`src/rtl/tilt_pkg.sv`:
```
// ----------------------------------------------------------------------------
// tilt_pkg
// Shared widths, CORDIC angle table and pipeline bundle types.
// ----------------------------------------------------------------------------
package tilt_pkg;

	localparam int AXIS_W            = 16;
	localparam int TILT_W            = 16;
	localparam int THR_W             = 32;
	localparam int SQ_W              = 2 * AXIS_W - 1;
	localparam int PRE_SHIFT         = 8;
	localparam int XY_W              = AXIS_W + PRE_SHIFT + 3;
	localparam int ACC_W             = 32;
	localparam int ATAN_ENTRIES      = 24;
	localparam int CORDIC_STAGES_DEF = 16;

	localparam logic [THR_W-1:0] THR_RESET = THR_W'(4194304);
	localparam logic [ACC_W-1:0] HALF_TURN = ACC_W'(32'h8000_0000);
	localparam logic [ACC_W-1:0] ROUND_BIAS = ACC_W'(1) << (ACC_W - TILT_W - 1);

	// atan(2^-i) scaled so that pi is 2^31
	localparam logic [ACC_W-1:0] ATAN_STEPS [0:ATAN_ENTRIES-1] = '{
		32'd536870912, 32'd316933406, 32'd167458907, 32'd85004756,
		32'd42667331,  32'd21354465,  32'd10679838,  32'd5340245,
		32'd2670163,   32'd1335087,   32'd667544,    32'd333772,
		32'd166886,    32'd83443,     32'd41722,     32'd20861,
		32'd10430,     32'd5215,      32'd2608,      32'd1304,
		32'd652,       32'd326,       32'd163,       32'd81
	};

	typedef struct packed {
		logic [XY_W-1:0]  x;
		logic [XY_W-1:0]  y;
		logic [ACC_W-1:0] acc;
	} cordic_t;

	typedef struct packed {
		logic vld;
		logic ok;
		logic zero;
	} tag_t;

endpackage

```
`src/rtl/tilt_cell.sv`:
```
// ----------------------------------------------------------------------------
// tilt_cell
// One vectoring CORDIC micro-rotation with its output register.
// ----------------------------------------------------------------------------
module tilt_cell import tilt_pkg::*; #(
	parameter int STAGE = 0
) (
	input  logic    clk,
	input  logic    arst_n,
	input  logic    en,
	input  cordic_t d,
	input  tag_t    d_tag,
	output cordic_t q,
	output tag_t    q_tag
);

	localparam logic [ACC_W-1:0] STEP = ATAN_STEPS[STAGE];

	logic signed [XY_W-1:0] xi;
	logic signed [XY_W-1:0] yi;
	logic signed [XY_W-1:0] xs;
	logic signed [XY_W-1:0] ys;
	logic                   y_neg;

	cordic_t data_s1;
	logic    vld_s1;
	logic    ok_s1;
	logic    zero_s1;

	assign xi    = $signed(d.x);
	assign yi    = $signed(d.y);
	assign xs    = xi >>> STAGE;
	assign ys    = yi >>> STAGE;
	assign y_neg = d.y[XY_W-1];

	always_ff @(posedge clk) begin
		if (en) begin
			if (y_neg) begin
				data_s1.x   <= xi - ys;
				data_s1.y   <= yi + xs;
				data_s1.acc <= d.acc - STEP;
			end else begin
				data_s1.x   <= xi + ys;
				data_s1.y   <= yi - xs;
				data_s1.acc <= d.acc + STEP;
			end
			ok_s1   <= d_tag.ok;
			zero_s1 <= d_tag.zero;
		end
	end

	always_ff @(posedge clk or negedge arst_n) begin
		if (!arst_n) begin
			vld_s1 <= 1'b0;
		end else if (en) begin
			vld_s1 <= d_tag.vld;
		end
	end

	assign q     = data_s1;
	assign q_tag = '{vld: vld_s1, ok: ok_s1, zero: zero_s1};

endmodule

```
`config.mk`:
```
export PLATFORM = sky130hd
export DESIGN_NAME = tilt_cell
export DESIGN_NICKNAME = d
export VERILOG_FILES = /design/src/rtl/tilt_pkg.sv /design/src/rtl/tilt_cell.sv
export SDC_FILE = /design/constraint.sdc
export NUM_CORES = 1
export LEC_CHECK = 0
export BUFFER_PORTS_ARGS = -buffer_cell sky130_fd_sc_hd__buf_2
export CAP_MARGIN = 20
export CORE_ASPECT_RATIO = 2
export CORE_UTILIZATION = 50
export DETAILED_ROUTE_END_ITERATION = 8
export GPL_ROUTABILITY_DRIVEN = 0
export PLACE_DENSITY = 0.87
export SLEW_MARGIN = 20
export SYNTH_ARGS = -nofsm -noshare
export SYNTH_HDL_FRONTEND = slang
export SYNTH_SLANG_ARGS = --single-unit
```
`constraint.sdc`:
```
create_clock -name clk -period 0.8 [get_ports clk]
set_clock_uncertainty 0.1 [all_clocks]
set_input_delay 0.12 -clock clk [delete_from_list [all_inputs] [get_ports clk]]
set_output_delay 0.12 -clock clk [all_outputs]
set_load 0.1 [all_outputs]
```
==> results.md, run 1 <==
- Hpwl dp: 26900 um
- Sink Count: 88
- Yosys cell types: 72
- Cell Rows: 62
- Synth Net Count: 992
- IO Count: 181
- Hold-fix buffers, CTS: 33
- Mapped Cells: 809
- FFs w/ async S/R, synth: 0.0114
- Yosys reg bits: 88
- Outcome: stopped before the end
- CTS buffer count: 9
- Post-synthesis sequential area ratio: 0.359
- Exit stage: clock tree synthesis
- Area contributors post-synth: edfxtp_1, ha_1, a21oi_1
- EDFF count, synth: 87
- First reported error: [ERROR DPL-0033] detailed placement checks failed during check placement.
- Max Buffers Root-to-Sink: 2
- Initial Utilization: 0.512
- Placed cell areas: 12200 sq um
- Overall die width: 87.7 um
- Post-CTS setup buffers: 47
- H-tree levels: 3
- Die Span Y: 173 um
- Yosys top cell area share: 0.355
- Synth Flop Type: edfxtp_1
- I/O Buffers: 180
- Synth area leader: edfxtp_1
- CTS root buf: clkbuf_16
- Synth warn: 0
- # resized after CTS: 269
- Mapped Avg Cell Area: 9.09 sq um
- Syn Std Cell Area: 7350 sq um
-- metrics by stage --
step	hold WS, ns	std cells	TNS, ns	setup slack [ns]
2_1_floorplan	-0.276	809	-88.87	-1.82
3_3_place_gp	-0.205	1414	-97.41	-2.03
3_5_place_dp	-0.202	1414	-106.72	-2.35
-- Yosys cell counts, drive strengths merged (4+ instances only) --
cell,n
a31oi,5
o21bai,12
a211oi,6
o21ai,56
a21o,17
nor2,62
o22ai,4
and2,4
o31ai,12
o211ai,4
nand3b,5
nand4,6
or2,5
fa,4
a211o,4
inv,79
edfxtp,87
ha,87
clkbuf,17
nand2,54
a21oi,100
nor4,7
nand3,11
xnor2,48
nor3,17
mux2i,9
nor2b,13
buf,19
-- cell families after synthesis --
group	share of synthesized area
multiplexers	0.0153
XOR/XNOR	0.0608
adder cells (fa/ha/maj)	0.159
flip-flops	0.359
AO/OA/AOI/OAI	0.212
AND/OR/NAND/NOR	0.130
buffers and inverters	0.0638
==> run 2, diff against run 1 <==
--- a/config.mk
+++ b/config.mk
@@ -7,11 +7,10 @@
 export LEC_CHECK = 0
 export BUFFER_PORTS_ARGS = -buffer_cell sky130_fd_sc_hd__buf_2
 export CAP_MARGIN = 20
-export CORE_ASPECT_RATIO = 2
-export CORE_UTILIZATION = 50
+export CORE_UTILIZATION = 40
 export DETAILED_ROUTE_END_ITERATION = 8
 export GPL_ROUTABILITY_DRIVEN = 0
-export PLACE_DENSITY = 0.87
+export PLACE_DENSITY_LB_ADDON = 0.15
 export SLEW_MARGIN = 20
 export SYNTH_ARGS = -nofsm -noshare
 export SYNTH_HDL_FRONTEND = slang
==> constraint.sdc (replaced) <==
create_clock -name clk -period 1 [get_ports clk]
set_clock_uncertainty 0.1 [all_clocks]
set_input_delay 0.15 -clock clk [delete_from_list [all_inputs] [get_ports clk]]
set_output_delay 0.15 -clock clk [all_outputs]
set_load 0.1 [all_outputs]
==> run 2 against run 1 <==
The flow now finishes, with violations (negative setup slack). Synthesized cell count is the same. Area after synthesis is the same.
==> results.md, run 2 <==
- Outcome: finished, violations left (was stopped before the end)
- Violated checks: negative setup slack
- Mux contribution to synthesized area: 0.0153 (unchanged)
- RR Endpoint: vld_s1
- Final setup viols: 142
- Worst reg-to-reg path cell count: 1
- Overall die width: 138 um (was 87.7 um)
- Synth area leader: edfxtp_1 (unchanged)
- Mapped Avg Cell Area: 9.09 sq um (unchanged)
- Antenna Nets Post-Route: 0
- Critical Path AT: 2.43 ns
- CP startpoint kind: input port
- Critical path's top delay family: compound AO/OA/AOI/OAI gates
- Sink Count: 88 (unchanged)
- CTS buffer count: 9 (unchanged)
- Post-synthesis simple-gate area fraction: 0.130 (unchanged)
- Area grow syn2layout: 99.1%
- Max Buffers Root-to-Sink: 2 (unchanged)
- CP max stage delay: 0.36 ns
- Yosys cell types: 72 (unchanged)
- Cell Rows: 49 (was 62)
- Clock slew at reported path FFs: 0.06 ns
- Vias in the first global route: 8287
- Most used cell, CP: buf_6
- Slowest-stage cell, CP: a211o_1
- Overflow after GRT: 0
- Die Span Y: 138 um (was 173 um)
- Hpwl dp: 20600 um (was 26900 um)
- FF-to-FF setup slack: 0.09 ns
- RSZ-0062 raised after global routing: true
- Total Nets Final: 1507
- Yosys reg bits: 88 (unchanged)
- Initial Utilization: 0.409 (was 0.512)
- PnR worst setup slack: -1.45 ns
- Clk_lat worst skew: 0.34 ns
- Post-synth top cells: a21oi_1, edfxtp_1, ha_1, inv_1, nor2_1 (unchanged)
- Beginning of the critical path: d[33]
- Crit share post-route: 2.45
- Buffers & Inverters on Critical Path: 4
- DIE AREA: 18900 sq um
- Reg area: 2640 sq um
- Leakage: 6.50 nW
- Hold Fails Final Rpt: 0
- Synth Net Count: 992 (unchanged)
- Layout cells sized above 1: 0.567
- DR WL/cell: 19.1 um
- CTS tree: done
- Pre-antenna DRT Iters: 7
- Fillcell total: 988
- Leading cell type by number of instances after synthesis: a21oi_1 (unchanged)
- Achievable Freq: 0.409 GHz
- Via count: 8664
- H-tree levels: 3 (unchanged)
- First-pass GRT wire length: 42300 um
- Mapped Cells: 809 (unchanged)
- Most frequent cells in the layout: buf_4, buf_12, edfxtp_1
- Yosys top cell area share: 0.355 (unchanged)
- Antenna cells: 0
- PwrDens: 1430 nW/um^2
- Core Region: 18000 sq um
- Area of the multi-input gates: 5680 sq um
- Critical path depth: 13
- IO Count: 181 (unchanged)
- 1st-iter DRT viols: 940
- Max-Cap Viols: 0
- Vias per cell: 5.56
- Synth Area in Adders: 0.159 (unchanged)
- Slew Viols, Final: 0
- Area contributors post-synth: edfxtp_1, ha_1, a21oi_1 (unchanged)
- Synth warn: 0 (unchanged)
- CP endpoint: q[84]
- Fin Setup TNS: -75.79 ns
- CP Cell Sequence: buf_8 > clkinvlp_4 > buf_6 > ha_4 > buf_6 > nand3b_1 > a211oi_4 > nor4_4 > nor2_1 > a211o_1 > a21oi_2 > o221ai_2 > xor2_1
- Most common cell after layout, fill and taps aside: buf_4
- Place WS: -2.01 ns (was -2.35 ns)
- Syn Std Cell Area: 7350 sq um (unchanged)
- Largest net degree at the start of global routing: 30
- Critical path data required time: 0.99 ns
- Synth Flop Type: edfxtp_1 (unchanged)
- Min cycle time layout: 2.45 ns
- Total power draw: 20.9 mW
- Max reg flops: 85
- R2R Path Start: vld_s1
- Post-route DRC: 0
- Finished Core Util: 0.815
- Initial antenna violation count: 0
- I/O Buffers: 180 (unchanged)
- All-Layer GR Usage: 0.294
- FFs w/ async S/R, synth: 0.0114 (unchanged)
- Relative slew slack: 0.634
- Min-delay worst type: input port to flop
- Crit Path Class: input port to flop
- Largest family of logic cells by synthesized area: compound AO/OA/AOI/OAI gates (unchanged)
- Max VDD drop: 1230 uV
- Worst-margin pin slew: 0.545 ns
- Synth Area in Compound Gates: 0.212 (unchanged)
- Total wire length: 29800 um
- Synth Area in XOR/XNOR: 0.0608 (unchanged)
- Critical Path Sink Type: flop
- EDFF count, synth: 87 (unchanged)
- CTS root buf: clkbuf_16 (unchanged)
- CP max FO: 3
- Post-synthesis sequential area ratio: 0.359 (unchanged)
## run 2: logic make-up (layout without fill, tap and decap cells)
group,after synthesis,in the layout
compound gates,253,253
fa+ha+maj,91,91
simple gates,198,198
mux,11,11
buf+inv,117,637
flops,88,88
xor+xnor,51,51
## run 2: what timing repair did
action,in CTS,in global routing
resized for setup,175,115
setup buffers,29,23
endpoints found under the hold margin,33,1
pin swaps,81,82
hold buffers,33,1
setup endpoints to repair,142,142
## run 2: layer usage
metal | GRT usage | part of all wire | routed length (um) | up-vias
met5 | 0 | 0 | 0 | -
li1 | - | - | - | 3915
met4 | 0.118 | 0.047 | 1410 | 0
met2 | 0.496 | 0.48 | 14300 | 559
met3 | 0.0578 | 0.087 | 2590 | 144
met1 | 0.368 | 0.39 | 11500 | 4046
## run 2: worst min path at each step
stage                     startpoint      to  slack (ns)  depth (start not counted)
final                          d[85]   q[58]        0.02                          2
after global placement        arst_n  vld_s1       -0.16                          1
after CTS                      d[29]   q[29]       0.001                          2
after detailed placement      arst_n  vld_s1       -0.16                          1
after global routing           d[85]   q[58]        0.01                          2
after floorplan               arst_n  vld_s1       -0.25                          0
## run 2: final cells by class
class / instances / area share
Clock buffer: 9 / 0.0154
Inverter: 81 / 0.0257
Clock inverter: 7 / 0.00564
Timing Repair Buffer: 540 / 0.365
Sequential cell: 88 / 0.180
Multi-Input combinational cell: 604 / 0.388
Tap cell: 229 / 0.0196
## run 2: per-stage QoR
stage          cells  cell area (sq um)  hold slack [ns]
2_1_floorplan    809               7920           -0.246
3_3_place_gp    1471              12400           -0.157
3_5_place_dp    1471              12400           -0.158
4_1_cts         1543              14000          0.00120
5_1_grt         1558              14600           0.0140
6_report        1558              14600           0.0225
## run 2: report_power, final
group | internal, mW | leakage [nW] | total [mW] | switching, mW
clock network | 1.96 | 0.142 | 3.48 | 1.52
logic | 5.06 | 5.49 | 12.3 | 7.21
registers | 4.74 | 0.863 | 5.17 | 0.425
total | 11.8 | 6.50 | 20.9 | 9.15
Power figures use the tool's default switching activity.
