===== config.mk =====
export PLATFORM = sky130hd
export DESIGN_NAME = tilt_front
export DESIGN_NICKNAME = d
export VERILOG_FILES = /design/src/rtl/tilt_pkg.sv /design/src/rtl/tilt_front.sv
export SDC_FILE = /design/constraint.sdc
export NUM_CORES = 1
export LEC_CHECK = 0
export ABC_AREA = 1
export BUFFER_PORTS_ARGS = -buffer_cell sky130_fd_sc_hd__buf_2
export CORE_MARGIN = 5
export CORE_UTILIZATION = 35
export CTS_CLUSTER_DIAMETER = 30
export DETAILED_ROUTE_END_ITERATION = 8
export PLACE_DENSITY_LB_ADDON = 0.3
export SETUP_SLACK_MARGIN = 0.15
export SLEW_MARGIN = 10
export SYNTH_ARGS = -nofsm -noshare
export SYNTH_HDL_FRONTEND = slang
export SYNTH_SLANG_ARGS = --single-unit

===== constraint.sdc =====
create_clock -name clk -period 2.4 [get_ports clk]
set_clock_uncertainty 0.1 [all_clocks]
set_input_delay 0.48 -clock clk [delete_from_list [all_inputs] [get_ports clk]]
set_output_delay 0.48 -clock clk [all_outputs]
set_load 0.03 [all_outputs]

===== src/rtl/tilt_pkg.sv =====
// ----------------------------------------------------------------------------
// tilt_pkg
// Shared widths, CORDIC angle table and pipeline bundle types.
// ----------------------------------------------------------------------------
package tilt_pkg;

	localparam int AXIS_W            = 16;
	localparam int TILT_W            = 16;
	localparam int THR_W             = 32;
	localparam int SQ_W              = 2 * AXIS_W - 1;
	localparam int PRE_SHIFT         = 8;
	localparam int XY_W              = AXIS_W + PRE_SHIFT + 3;
	localparam int ACC_W             = 32;
	localparam int ATAN_ENTRIES      = 24;
	localparam int CORDIC_STAGES_DEF = 16;

	localparam logic [THR_W-1:0] THR_RESET = THR_W'(4194304);
	localparam logic [ACC_W-1:0] HALF_TURN = ACC_W'(32'h8000_0000);
	localparam logic [ACC_W-1:0] ROUND_BIAS = ACC_W'(1) << (ACC_W - TILT_W - 1);

	// atan(2^-i) scaled so that pi is 2^31
	localparam logic [ACC_W-1:0] ATAN_STEPS [0:ATAN_ENTRIES-1] = '{
		32'd536870912, 32'd316933406, 32'd167458907, 32'd85004756,
		32'd42667331,  32'd21354465,  32'd10679838,  32'd5340245,
		32'd2670163,   32'd1335087,   32'd667544,    32'd333772,
		32'd166886,    32'd83443,     32'd41722,     32'd20861,
		32'd10430,     32'd5215,      32'd2608,      32'd1304,
		32'd652,       32'd326,       32'd163,       32'd81
	};

	typedef struct packed {
		logic [XY_W-1:0]  x;
		logic [XY_W-1:0]  y;
		logic [ACC_W-1:0] acc;
	} cordic_t;

	typedef struct packed {
		logic vld;
		logic ok;
		logic zero;
	} tag_t;

endpackage


===== src/rtl/tilt_front.sv =====
// ----------------------------------------------------------------------------
// tilt_front
// Half-plane pre-rotation, scaling and squared-magnitude threshold check.
// ----------------------------------------------------------------------------
module tilt_front import tilt_pkg::*; (
	input  logic              clk,
	input  logic              arst_n,
	input  logic              en,
	input  logic              in_vld,
	input  logic [AXIS_W-1:0] axis_a,
	input  logic [AXIS_W-1:0] axis_b,
	input  logic [THR_W-1:0]  thr,
	output cordic_t           q,
	output tag_t              q_tag
);

	logic signed [XY_W-1:0]     a_ext;
	logic signed [XY_W-1:0]     b_ext;
	logic signed [XY_W-1:0]     x0;
	logic signed [XY_W-1:0]     y0;
	logic signed [2*AXIS_W-1:0] prod_a;
	logic signed [2*AXIS_W-1:0] prod_b;
	logic [THR_W-1:0]           mag;

	cordic_t          rot_s1;
	logic [SQ_W-1:0]  sq_a_s1;
	logic [SQ_W-1:0]  sq_b_s1;
	logic             vld_s1;
	logic             zero_s1;
	cordic_t          rot_s2;
	logic             vld_s2;
	logic             ok_s2;
	logic             zero_s2;

	assign a_ext  = XY_W'($signed(axis_a));
	assign b_ext  = XY_W'($signed(axis_b));
	assign x0     = axis_a[AXIS_W-1] ? -a_ext : a_ext;
	assign y0     = axis_a[AXIS_W-1] ? -b_ext : b_ext;
	assign prod_a = $signed(axis_a) * $signed(axis_a);
	assign prod_b = $signed(axis_b) * $signed(axis_b);
	assign mag    = THR_W'(sq_a_s1) + THR_W'(sq_b_s1);

	always_ff @(posedge clk) begin
		if (en) begin
			rot_s1.x   <= x0 <<< PRE_SHIFT;
			rot_s1.y   <= y0 <<< PRE_SHIFT;
			rot_s1.acc <= axis_a[AXIS_W-1] ? HALF_TURN : '0;
			sq_a_s1    <= prod_a[SQ_W-1:0];
			sq_b_s1    <= prod_b[SQ_W-1:0];
			zero_s1    <= (axis_a == '0) && (axis_b == '0);
			rot_s2     <= rot_s1;
			ok_s2      <= mag >= thr;
			zero_s2    <= zero_s1;
		end
	end

	always_ff @(posedge clk or negedge arst_n) begin
		if (!arst_n) begin
			vld_s1 <= 1'b0;
			vld_s2 <= 1'b0;
		end else if (en) begin
			vld_s1 <= in_vld;
			vld_s2 <= vld_s1;
		end
	end

	assign q     = rot_s2;
	assign q_tag = '{vld: vld_s2, ok: ok_s2, zero: zero_s2};

endmodule


==> results of run 1 <==
==> critical path: cells and delay by family <==
| kind | cells | cell delay, ns |
|---|---|---|
| AOI/OAI and AO/OA | 3 | 0.46 |
| adders and majority gates | 7 | 3.44 |
| buffers and inverters | 7 | 0.65 |
| and+or+nand+nor | 4 | 0.28 |
==> repair_timing <==
| item | in CTS | in global routing |
|---|---|---|
| hold buffers | 1 | 0 |
| hold endpoints to repair | 2 | 0 |
| gates resized for setup | 543 | 370 |
| setup buffers | 55 | 27 |
| pin swaps | 253 | 217 |
| cloned | 4 | 0 |
| setup endpoints to repair | 55 | 56 |
==> through the flow <==
step           setup WS [ns]  instances  setup TNS [ns]  area, µm²
3_3_place_gp           -3.32       5000         -162.24      34600
3_5_place_dp           -3.38       5000         -163.93      34600
6_report               -2.81       5119         -123.18      39400
4_1_cts                -2.70       5092         -121.45      37800
5_1_grt                -2.90       5119         -129.59      39400
2_1_floorplan          -3.20       3436         -134.58      29600
==> layout by cell type (no fill, tap or decap), types with 7 or more instances in the layout <==
cell	n
buf_4	486
nand3_1	74
inv_2	129
buf_2	78
conb_1	50
nand2_4	92
inv_4	15
nand3_4	12
nand2_1	566
nor3_1	7
nor3_4	12
fa_1	415
o21ai_0	20
edfxtp_1	139
o21ai_1	11
nand2_8	8
ha_4	112
a21oi_4	20
nor2_2	35
xor2_2	12
buf_8	16
nor3_2	13
inv_1	846
buf_12	46
o21bai_1	11
nand3_2	27
nor2_1	67
nand4_1	38
xor2_1	63
nand2_2	167
a21oi_1	44
ha_1	120
nor2_4	51
fa_2	45
clkbuf_16	17
a21oi_2	28
buf_6	88
xnor2_1	12
==> cell families after synthesis <==
group	share of synthesized area
simple gates	0.182
buf+inv	0.162
fa+ha+maj	0.442
compound gates	0.0315
flops	0.153
xor+xnor	0.0289
other cells	0.000136
mux	0.000408
==> layout make-up <==
class / count / area (µm²) / area share
Clock buffer: 18 / 429 / 0.0109
Clock inverter: 14 / 156 / 0.00397
Inverter: 993 / 3780 / 0.0958
Multi-Input combinational cell: 2182 / 23100 / 0.587
Sequential cell: 141 / 4220 / 0.107
Tap cell: 1050 / 1310 / 0.0333
Timing Repair Buffer: 721 / 6380 / 0.162
==> layer usage <==
layer | track usage | wire [µm] | vias to the layer above
met2 | 0.300 | 36100 | 398
met3 | 0.0254 | 3090 | 85
met4 | 0.0422 | 1460 | 0
li1 | - | - | 11200
met5 | 0 | 0 | -
met1 | 0.252 | 35100 | 11000
==> registers in the layout (all words and copies together) (netlist names) <==
| name | flops |
|---|---|
| rot_s1 | 37 |
| vld_s1 | 1 |
| vld_s2 | 1 |
| zero_s1 | 1 |
| sq_b_s1 | 30 |
| sq_a_s1 | 30 |
| zero_s2 | 1 |
| ok_s2 | 1 |
| q | 39 |
==> worst max path at each step <==
stage                     startpoint     endpoint  slack [ns]
after global placement    axis_a[15]  sq_a_s1[29]       -3.32
after global routing      axis_a[15]  sq_a_s1[28]       -2.90
after detailed placement  axis_a[15]  sq_a_s1[29]       -3.38
after floorplan           axis_a[15]  sq_a_s1[30]       -3.20
final                     axis_a[15]  sq_a_s1[28]       -2.81
after CTS                 axis_a[15]  sq_a_s1[29]       -2.70
==> summary.md, run 1 <==
| Metric | Value |
|---|---|
| Area of the mapped netlist | `about 28000 µm²` |
| Hold Startpoint | `in_vld` |
| Synthesized flop and latch total | `between 100 and 150` |
| DRC Markers | `0` |
| Area Overhead vs Synth | `43.0%` |
| Die footprint | `approximately 84000 µm²` |
| Core area | `around 79000 µm²` |
| Fillers | `approximately 7300` |
| Initial antenna violation count | `1` |
| Worst R2R Path Depth | `15` |
| Largest net degree at the start of global routing | `40` |
| Number of synthesized flops with an enable pin | `between 100 and 150` |
| CTS tree | `built` |
| Async SR Flop Fraction | `0.0142` |
| Slowest-stage cell, CP | `fa_2` |
| Final GP Congestion | `~0.89` |
| Syn Area/Cell | `8.14 µm²` |
| # rows | `slightly above 100` |
| Final core occ | `0.502` |
| RSZ-0062 raised after global routing | `yes` |
| Crit Reg-Reg Startpoint | `sq_b_s1[20]` |
| Ranking of synthesized cells by area | `fa_1 33%, edfxtp_1 15%, inv_1 13%` |
| Die height | `291 µm` |
| Count of nets after finishing | `4822` |
| Gr usage total | `0.181` |
| Outcome | `complete, but fails checks` |
| Area leader, netlist | `fa_1` |
| Critical Path Source Type | `input port` |
| Class of the worst hold path | `input port to register` |
| Starting Density | `0.351` |
| Min Clock Period, post-route | `5.21 ns` |
| Worst Slack Setup Final | `-2.81 ns` |
| Critical path type | `input port to register` |
| Bufs on Longest Clock Path | `2` |
| Grt ovf | `0` |
| Clk Latency, worst-skew pair | `0.48 ns` |
| Number of diodes | `0` |
| Clk root buf | `clkbuf_16` |
| Maxcap violations | `0` |
| Count leader, synth | `inv_1` |
| Hold depth | `3` |
| Initial drt markers | `roughly 1100` |
| Ys flop type | `edfxtp_1` |
| Slew Viols, Final | `0` |
| Sequential cell area fraction in the yosys report | `0.153` |
| Required time worst endpoint | `~2.5 ns` |
| Via Count | `between 20000 and 25000` |
| CP arrival | `approximately 5.3 ns` |
| Die Wd | `roughly 290 µm` |
| Crit path top cell by count | `fa_1` |
| Worst-path cell chain | `buf_8 -> buf_12 -> nand2_4 -> inv_2 -> fa_2 -> inv_2 -> fa_2 -> buf_6 -> fa_1 -> fa_1 -> inv_1 -> fa_1 -> fa_1 -> ha_4 -> buf_4 -> a21oi_2 -> o21ai_0 -> a21oi_1 -> nand3_1 -> nand2_1 -> nand2_1` |
| Cells after Synth | `3387` |
| Fraction of layout cells with a size suffix above 1 | `0.386` |
| Port bufs | `109` |
| End of the worst hold path | `vld_s1` |
| Distinct cells, synth | `42` |
| Routed vias/inst | `4.43` |
| CTS clk-pin slew, worst paths | `roughly 0.060 ns` |
| Max incr delay on CP | `approximately 0.66 ns` |
| Setup violators final | `55` |
| # IOs | `between 150 and 200` |
| Final period util | `2.17` |
| Area share of the largest cell type after synthesis | `0.334` |
| RR Endpoint | `ok_s2` |
| Total Routed Length | `~76000 µm` |
| Hold slack | `0.112 ns` |
| CP Max Fanout | `8` |
| R2r setup slk | `-0.50 ns` |
| First-pass GRT wire length | `124000 µm` |
| Synth Warn # | `0` |
| Top post-synthesis cells by count | `979 x inv_1, 815 x nand2_1, 460 x fa_1, 238 x ha_1, 139 x edfxtp_1` |
| DR pass1 iterations | `6` |
| WL/cell | `14.8 µm` |
| Fin. Hold Viols | `0` |
| Worst setup EP type | `register` |
| CTS Buf Count | `17` |
| Number of global-route vias before repair | `23900` |
| Routed Antenna Nets | `0` |
| Failing checks | `setup timing` |
| Max Fclk | `about 190 MHz` |
| Clock sinks | `141` |
| H-Tree Depth | `4` |
| HPWL reported at the end of detailed placement | `around 63000 µm` |
Power of run 1 is not shown: default switching activity piles up to over one toggle a cycle in this logic, so the estimate is an artifact.
==> run 2, diff against run 1 <==
--- a/config.mk
+++ b/config.mk
@@ -11,9 +11,10 @@
 export CORE_UTILIZATION = 35
 export CTS_CLUSTER_DIAMETER = 30
 export DETAILED_ROUTE_END_ITERATION = 8
-export PLACE_DENSITY_LB_ADDON = 0.3
+export PLACE_DENSITY_LB_ADDON = 0.12
 export SETUP_SLACK_MARGIN = 0.15
 export SLEW_MARGIN = 10
 export SYNTH_ARGS = -nofsm -noshare
 export SYNTH_HDL_FRONTEND = slang
 export SYNTH_SLANG_ARGS = --single-unit
+export TNS_END_PERCENT = 100
==> run 2 against run 1 <==
Against the previous run:
- the run still ends with setup timing left
- register-to-register slack hardly changed
- setup slack better by 0.077 ns
- sequential cell count stayed put
- utilization is 0.054 points higher
- routed wire length is 0.93% higher
- critical path depth is 3 higher
- final cell count is 0.27% higher
- clock-buffer cell count stayed put
- cell area is 0.11% higher
- maximum frequency is 1.5% higher
==> summary.md, run 2 (same netlist as run 1, synthesis figures left out) <==
| Metric | Value |
|---|---|
| Worst-path cell chain | `buf_12 -> buf_12 -> nand2_4 -> inv_2 -> fa_2 -> inv_2 -> fa_2 -> inv_4 -> fa_1 -> fa_1 -> inv_1 -> fa_1 -> inv_1 -> fa_1 -> ha_4 -> nand2_4 -> nor2_4 -> nand2_2 -> nor3_2 -> nand2_1 -> inv_1 -> nor2_1 -> nand2_1 -> nand2_1` |
| Setup violators final | `55 (unchanged)` |
| Routed vias/inst | `4.36 (-1.6%)` |
| CTS tree | `built` |
| Maxcap violations | `0 (unchanged)` |
| Slowest-stage cell, CP | `fa_2` |
| Worst setup EP type | `register` |
| Core area | `78600 µm² (unchanged)` |
| Placement Cell Area | `34600 µm² (about the same)` |
| Max Fclk | `195 MHz (+1.5%)` |
| CP Max Fanout | `5 (-3)` |
| Die footprint | `84500 µm² (unchanged)` |
| Min Clock Period, post-route | `5.13 ns (-0.0771 ns)` |
| Gr usage total | `0.184 (+0.00371)` |
| Routed Antenna Nets | `0 (unchanged)` |
| CP arrival | `5.27 ns (-0.06 ns)` |
| # IOs | `157 (unchanged)` |
| Critical Path Source Type | `input port` |
| WL/cell | `14.9 µm (+0.65%)` |
| Die height | `291 µm (unchanged)` |
| Clk Latency, worst-skew pair | `0.48 ns (about the same)` |
| Via Count | `22400 (-1.3%)` |
| Design Area, Final | `39500 µm² (+0.11%)` |
| Crit path top cell by count | `fa_1` |
| Final GP Congestion | `0.868 (-2.6%)` |
| Total Routed Length | `76400 µm (+0.93%)` |
| Max FFs per register | `39 (unchanged)` |
| Commonest non-fill, non-tap cell in the layout | `inv_1` |
| CTS clk-pin slew, worst paths | `0.08 ns (+0.02 ns)` |
| DRC Markers | `0 (unchanged)` |
| Number of diodes | `0 (unchanged)` |
| Fraction of layout cells with a size suffix above 1 | `0.384 (-0.00181)` |
| Max incr delay on CP | `0.62 ns (-0.04 ns)` |
| HPWL reported at the end of detailed placement | `65200 µm (+3.5%)` |
| Bufs on Longest Clock Path | `2 (unchanged)` |
| First-pass GRT wire length | `125000 µm (+1.0%)` |
| Hold slack | `0.120 ns (+0.00848 ns)` |
| DR pass1 iterations | `5 (-1)` |
| Largest net degree at the start of global routing | `33 (-18%)` |
| Area Overhead vs Synth | `43.2%` |
| Worst Slack Setup Final | `-2.73 ns (+0.0771 ns)` |
| Fin. Hold Viols | `0 (unchanged)` |
| # rows | `103 (unchanged)` |
| Failing checks | `setup timing` |
| Count of nets after finishing | `4836 (+0.29%)` |
| Class of the worst hold path | `input port to register` |
| Placed Cells | `5001 (+0.020%)` |
| Fin cells | `5133 (+0.27%)` |
| CTS Buf Count | `17 (unchanged)` |
| Starting Density | `0.351 (unchanged)` |
| Grt ovf | `0 (unchanged)` |
| Number of global-route vias before repair | `23600 (-1.2%)` |
| H-Tree Depth | `4 (unchanged)` |
| Required time worst endpoint | `2.54 ns (+0.02 ns)` |
| Most frequent cells in the layout | `844 x inv_1, 588 x nand2_1, 490 x buf_4, 422 x fa_1, 153 x nand2_2` |
| Critical path type | `input port to register` |
| RSZ-0062 raised after global routing | `yes` |
| Outcome | `complete, but fails checks` |
| Initial antenna violation count | `0 (-1)` |
| Clk root buf | `clkbuf_16` |
| Slew Viols, Final | `0 (unchanged)` |
| Die Wd | `291 µm (unchanged)` |
| Clock sinks | `141 (unchanged)` |
| Initial drt markers | `880 (-22%)` |
| Final period util | `2.14 (-0.0321)` |
| Port bufs | `109 (unchanged)` |
run 2: changes by cell type in the layout (fill, tap and decap cells not counted), sizes merged:
cell / delta
clkinv: -1
bufbuf: +1
bufinv: -1
clkinvlp: +2
buf: +13
run 2: worst paths after layout:
kind	startpoint	end	slack, ns	cells after the start
worst min register to register	rot_s1[85]	q[85]	0.32	0
worst min-delay path	in_vld	vld_s1	0.12	3
max in group asynchronous	arst_n	vld_s1	1.89	2
worst max-delay path	axis_a[15]	sq_a_s1[30]	-2.73	24
worst max register to register	sq_b_s1[9]	ok_s2	-0.50	18
min in group asynchronous	arst_n	vld_s2	0.21	2
run 2: cell type report:
cell class              instances  area, µm²
repair buffers                735       6520
inverters                     993       3770
well taps                    1050       1310
clock inverters                14        148
multi-input cells            2182      23100
flip-flops and latches        141       4220
fillers                      7530      39100
clock buffers                  18        429
run 2: metal layers:
metal  track usage  up-vias  share of wire
li1              -    11200              -
met1         0.267    10800           0.49
met2         0.305      272           0.47
met3        0.0219       38          0.030
met4        0.0293        0          0.010
met5             0        -              0
run 2: worst max-delay path: cells and delay by family:
kind,cells,cell delay [ns]
fa+ha+maj,7,3.51
simple gates,9,0.68
buf+inv,8,0.58
run 2: repair_timing:
action | in CTS | in global routing
buffers inserted | 71 | 23
pin swaps | 341 | 240
setup endpoints to repair | 55 | 55
resized for setup | 621 | 267
hold buffers | 1 | 0
hold endpoints to repair | 2 | 0
gates cloned | 5 | 0
run 2: through the flow:
stage,setup WS (ns),setup TNS [ns],utilization
after floorplan,-3.20,-134.58,-
after global placement,-3.46,-165.87,0.440
after detailed placement,-3.46,-166.63,0.440
after CTS,-2.73,-123.08,0.487
after global routing,-2.89,-130.46,0.502
final,-2.73,-124.36,0.502
Power of run 2 is left out for the same reason.
==> run 3, diff against run 2 <==
--- a/config.mk
+++ b/config.mk
@@ -5,8 +5,8 @@
 export SDC_FILE = /design/constraint.sdc
 export NUM_CORES = 1
 export LEC_CHECK = 0
-export ABC_AREA = 1
 export BUFFER_PORTS_ARGS = -buffer_cell sky130_fd_sc_hd__buf_2
+export CORE_ASPECT_RATIO = 0.6
 export CORE_MARGIN = 5
 export CORE_UTILIZATION = 35
 export CTS_CLUSTER_DIAMETER = 30
==> run 3 against run 2 <==
Against the previous run:
- the run still ends with setup timing left
- sequential cell count is the same
- utilization fell by 2.7 points
- final cell count decreased by 22%
- maximum frequency down 12%
- synthesized cell count shrank 27%
- die area is 10% lower
- clock-buffer cell count stayed put
- hold slack gained 0.018 ns
- global-route usage down 1.1 points
- critical path depth fell by 3
==> summary.md, run 3 <==
| Metric | Value |
|---|---|
| Max FFs per register | `39 (unchanged)` |
| Sequential cell area fraction in the yosys report | `0.172 (+0.0189)` |
| Area of the mapped netlist | `24500 µm² (-11%)` |
| CP Max Fanout | `7 (+2)` |
| Relative slew slack | `0.540` |
| Maxcap violations | `0 (unchanged)` |
| Required time worst endpoint | `2.53 ns (about the same)` |
| CTS Buf Count | `17 (unchanged)` |
| Max Fclk | `172 MHz (-12%)` |
| Critical Path Source Type | `input port` |
| Number of diodes | `0 (unchanged)` |
| Max incr delay on CP | `0.59 ns (-0.03 ns)` |
| Top post-synthesis cells by count | `678 x inv_1, 460 x fa_1, 238 x ha_1, 193 x nand2_1, 139 x edfxtp_1` |
| RR Endpoint | `ok_s2` |
| Worst setup EP type | `register` |
| Crit Reg-Reg Startpoint | `sq_a_s1[3]` |
| Gr usage total | `0.174 (-0.0106)` |
| Hold slack | `0.138 ns (+0.0182 ns)` |
| Placement Cell Area | `30100 µm² (-13%)` |
| Clock sinks | `141 (unchanged)` |
| Syn Area/Cell | `9.90 µm² (+22%)` |
| Synth Warn # | `0 (unchanged)` |
| Number of synthesized flops with an enable pin | `139 (unchanged)` |
| Class of the worst hold path | `input port to register` |
| CP arrival | `5.93 ns (+0.66 ns)` |
| Port bufs | `109 (unchanged)` |
| H-Tree Depth | `4 (unchanged)` |
| DR pass1 iterations | `5 (unchanged)` |
| CTS tree | `built` |
| Design Area, Final | `33100 µm² (-16%)` |
| Worst-path cell chain | `buf_12 -> buf_4 -> nand2_4 -> fa_1 -> fa_1 -> fa_1 -> inv_1 -> fa_1 -> fa_1 -> fa_1 -> ha_4 -> a21o_1 -> o21ai_4 -> o311ai_4 -> a221o_1 -> a21oi_4 -> buf_6 -> a31oi_4 -> o21a_1 -> nor2_2 -> xnor2_1` |
| Clk root buf | `clkbuf_16` |
| R2r setup slk | `-1.70 ns (-1.20 ns)` |
| CTS clk-pin slew, worst paths | `0.06 ns (-0.02 ns)` |
| Fin. Hold Viols | `0 (unchanged)` |
| HPWL reported at the end of detailed placement | `53900 µm (-17%)` |
| WL/cell | `15.5 µm (+3.9%)` |
| Fraction of layout cells with a size suffix above 1 | `0.334 (-0.0496)` |
| Setup crit end | `sq_b_s1[30]` |
| Count leader, synth | `inv_1` |
| Setup violators final | `55 (unchanged)` |
| Area Overhead vs Synth | `34.8%` |
| Number of global-route vias before repair | `19600 (-17%)` |
| Bufs on Longest Clock Path | `2 (unchanged)` |
| Post-route setup TNS | `-139.67 ns (-15.31 ns)` |
| Critical path startpoint | `axis_b[2]` |
| Initial antenna violation count | `2 (+2)` |
| Area leader, netlist | `fa_1` |
| Outcome | `complete, but fails checks` |
| Starting Density | `0.352 (+0.00169)` |
| Largest net degree at the start of global routing | `49 (+48%)` |
| RSZ-0062 raised after global routing | `yes` |
| Worst Slack Setup Final | `-3.40 ns (-0.670 ns)` |
| Grt ovf | `0 (unchanged)` |
| Cells after Synth | `2479 (-27%)` |
| Final GP Congestion | `0.877 (+1.0%)` |
| Critical path type | `input port to register` |
| Synthesized flop and latch total | `141 (unchanged)` |
| Ys flop type | `edfxtp_1` |
| Actual slew at the worst max-slew pin | `~0.69 ns` |
| Ranking of synthesized cells by area | `fa_1 38%, edfxtp_1 17%, ha_1 12%` |
| Commonest non-fill, non-tap cell in the layout | `inv_1` |
| Failing checks | `setup timing` |
| Fin cells | `4024 (-22%)` |
| Worst R2R Path Depth | `20 (+2)` |
| Initial drt markers | `782 (-11%)` |
| Slew Viols, Final | `0 (unchanged)` |
| Via Count | `18000 (-20%)` |
| Crit path top cell by count | `fa_1` |
| Final period util | `2.42 (+0.279)` |
| Core area | `69600 µm² (-11%)` |
| Routed vias/inst | `4.47 (+2.7%)` |
| Placed Cells | `3922 (-22%)` |
| Count of nets after finishing | `3853 (-20%)` |
| Most frequent cells in the layout | `615 x inv_1, 454 x buf_4, 439 x fa_1, 179 x ha_1, 153 x nand2_1` |
| Die footprint | `75700 µm² (-10%)` |
| Total Routed Length | `62200 µm (-19%)` |
| First-pass GRT wire length | `103000 µm (-17%)` |
| Slowest-stage cell, CP | `fa_1` |
| Area share of the largest cell type after synthesis | `0.375 (+0.0413)` |
| Die height | `215 µm (-26%)` |
| Routed Antenna Nets | `0 (unchanged)` |
| Clk Latency, worst-skew pair | `0.48 ns (about the same)` |
| # IOs | `157 (unchanged)` |
| Min Clock Period, post-route | `5.80 ns (+0.670 ns)` |
| Distinct cells, synth | `69 (+64%)` |
| Die Wd | `352 µm (+21%)` |
| # rows | `75 (-27%)` |
| Async SR Flop Fraction | `0.0142 (unchanged)` |
| DRC Markers | `0 (unchanged)` |
-- run 3: changes by cell type after synthesis, sizes merged, moves of 11 or more --
cell,delta
xnor2,+90
nor2b,+17
and2,+49
nand4,-28
inv,-313
nor2,-28
buf,-27
clkbuf,+19
nand2b,+11
a21o,+36
nand2,-640
nand3,-90
a21oi,-32
xor2,-47
-- run 3: layer usage --
layer  track usage  wire length [µm]  vias up
li1              -                 -     8663
met1         0.275             32200     9057
met2         0.250             26400      256
met3        0.0322              3110       30
met4        0.0279               494        0
met5             0                 0        -
-- run 3: how the worst min path moves through the flow --
stage | depth (start not counted) | slack (ns) | endpoint | startpoint
after floorplan | 0 | 0.08 | vld_s1 | arst_n
final | 2 | 0.14 | vld_s1 | in_vld
after CTS | 2 | 0.09 | vld_s1 | in_vld
after detailed placement | 1 | 0.17 | vld_s2 | arst_n
after global placement | 1 | 0.16 | vld_s2 | arst_n
after global routing | 2 | 0.10 | vld_s1 | in_vld
-- run 3: worst max-delay path: cells and delay by family --
| kind | cells | cell delay, ns |
|---|---|---|
| fa+ha+maj | 7 | 3.24 |
| xor+xnor | 1 | 0.08 |
| buf+inv | 4 | 0.46 |
| compound gates | 7 | 1.50 |
| simple gates | 2 | 0.17 |
-- run 3: layout make-up --
cell class	count	area [µm²]
Clock buffer	18	429
Tap cell	924	1160
Timing Repair Buffer	652	5400
Multi-Input combinational cell	1592	19000
Inverter	683	2640
Sequential cell	141	4220
Clock inverter	14	190
Fill cell	6571	36600
-- run 3: repair_timing --
action | 4_1_cts | 5_1_grt
hold endpoints to repair | 2 | 0
pin swaps | 129 | 110
resized for setup | 315 | 146
hold buffers | 1 | 0
buffers inserted | 52 | 17
setup endpoints to repair | 57 | 60
-- run 3: metrics by stage --
stage | util | worst slack, ns
4_1_cts | 0.465 | -3.35
6_report | 0.475 | -3.40
3_5_place_dp | 0.432 | -4.01
3_3_place_gp | 0.432 | -4.01
5_1_grt | 0.475 | -3.54
2_1_floorplan | - | -3.75
-- run 3: cells by family (layout without fill, tap and decap cells) --
logic type,after synthesis,after routing,share of synthesized area
buf+inv,795,1367,0.130
fa+ha+maj,698,698,0.497
simple gates,479,479,0.0883
compound gates,226,226,0.0630
flops,141,141,0.172
xor+xnor,134,134,0.0478
mux,5,5,0.00224
other cells,1,50,0.000153
Power of run 3 is left out for the same reason.
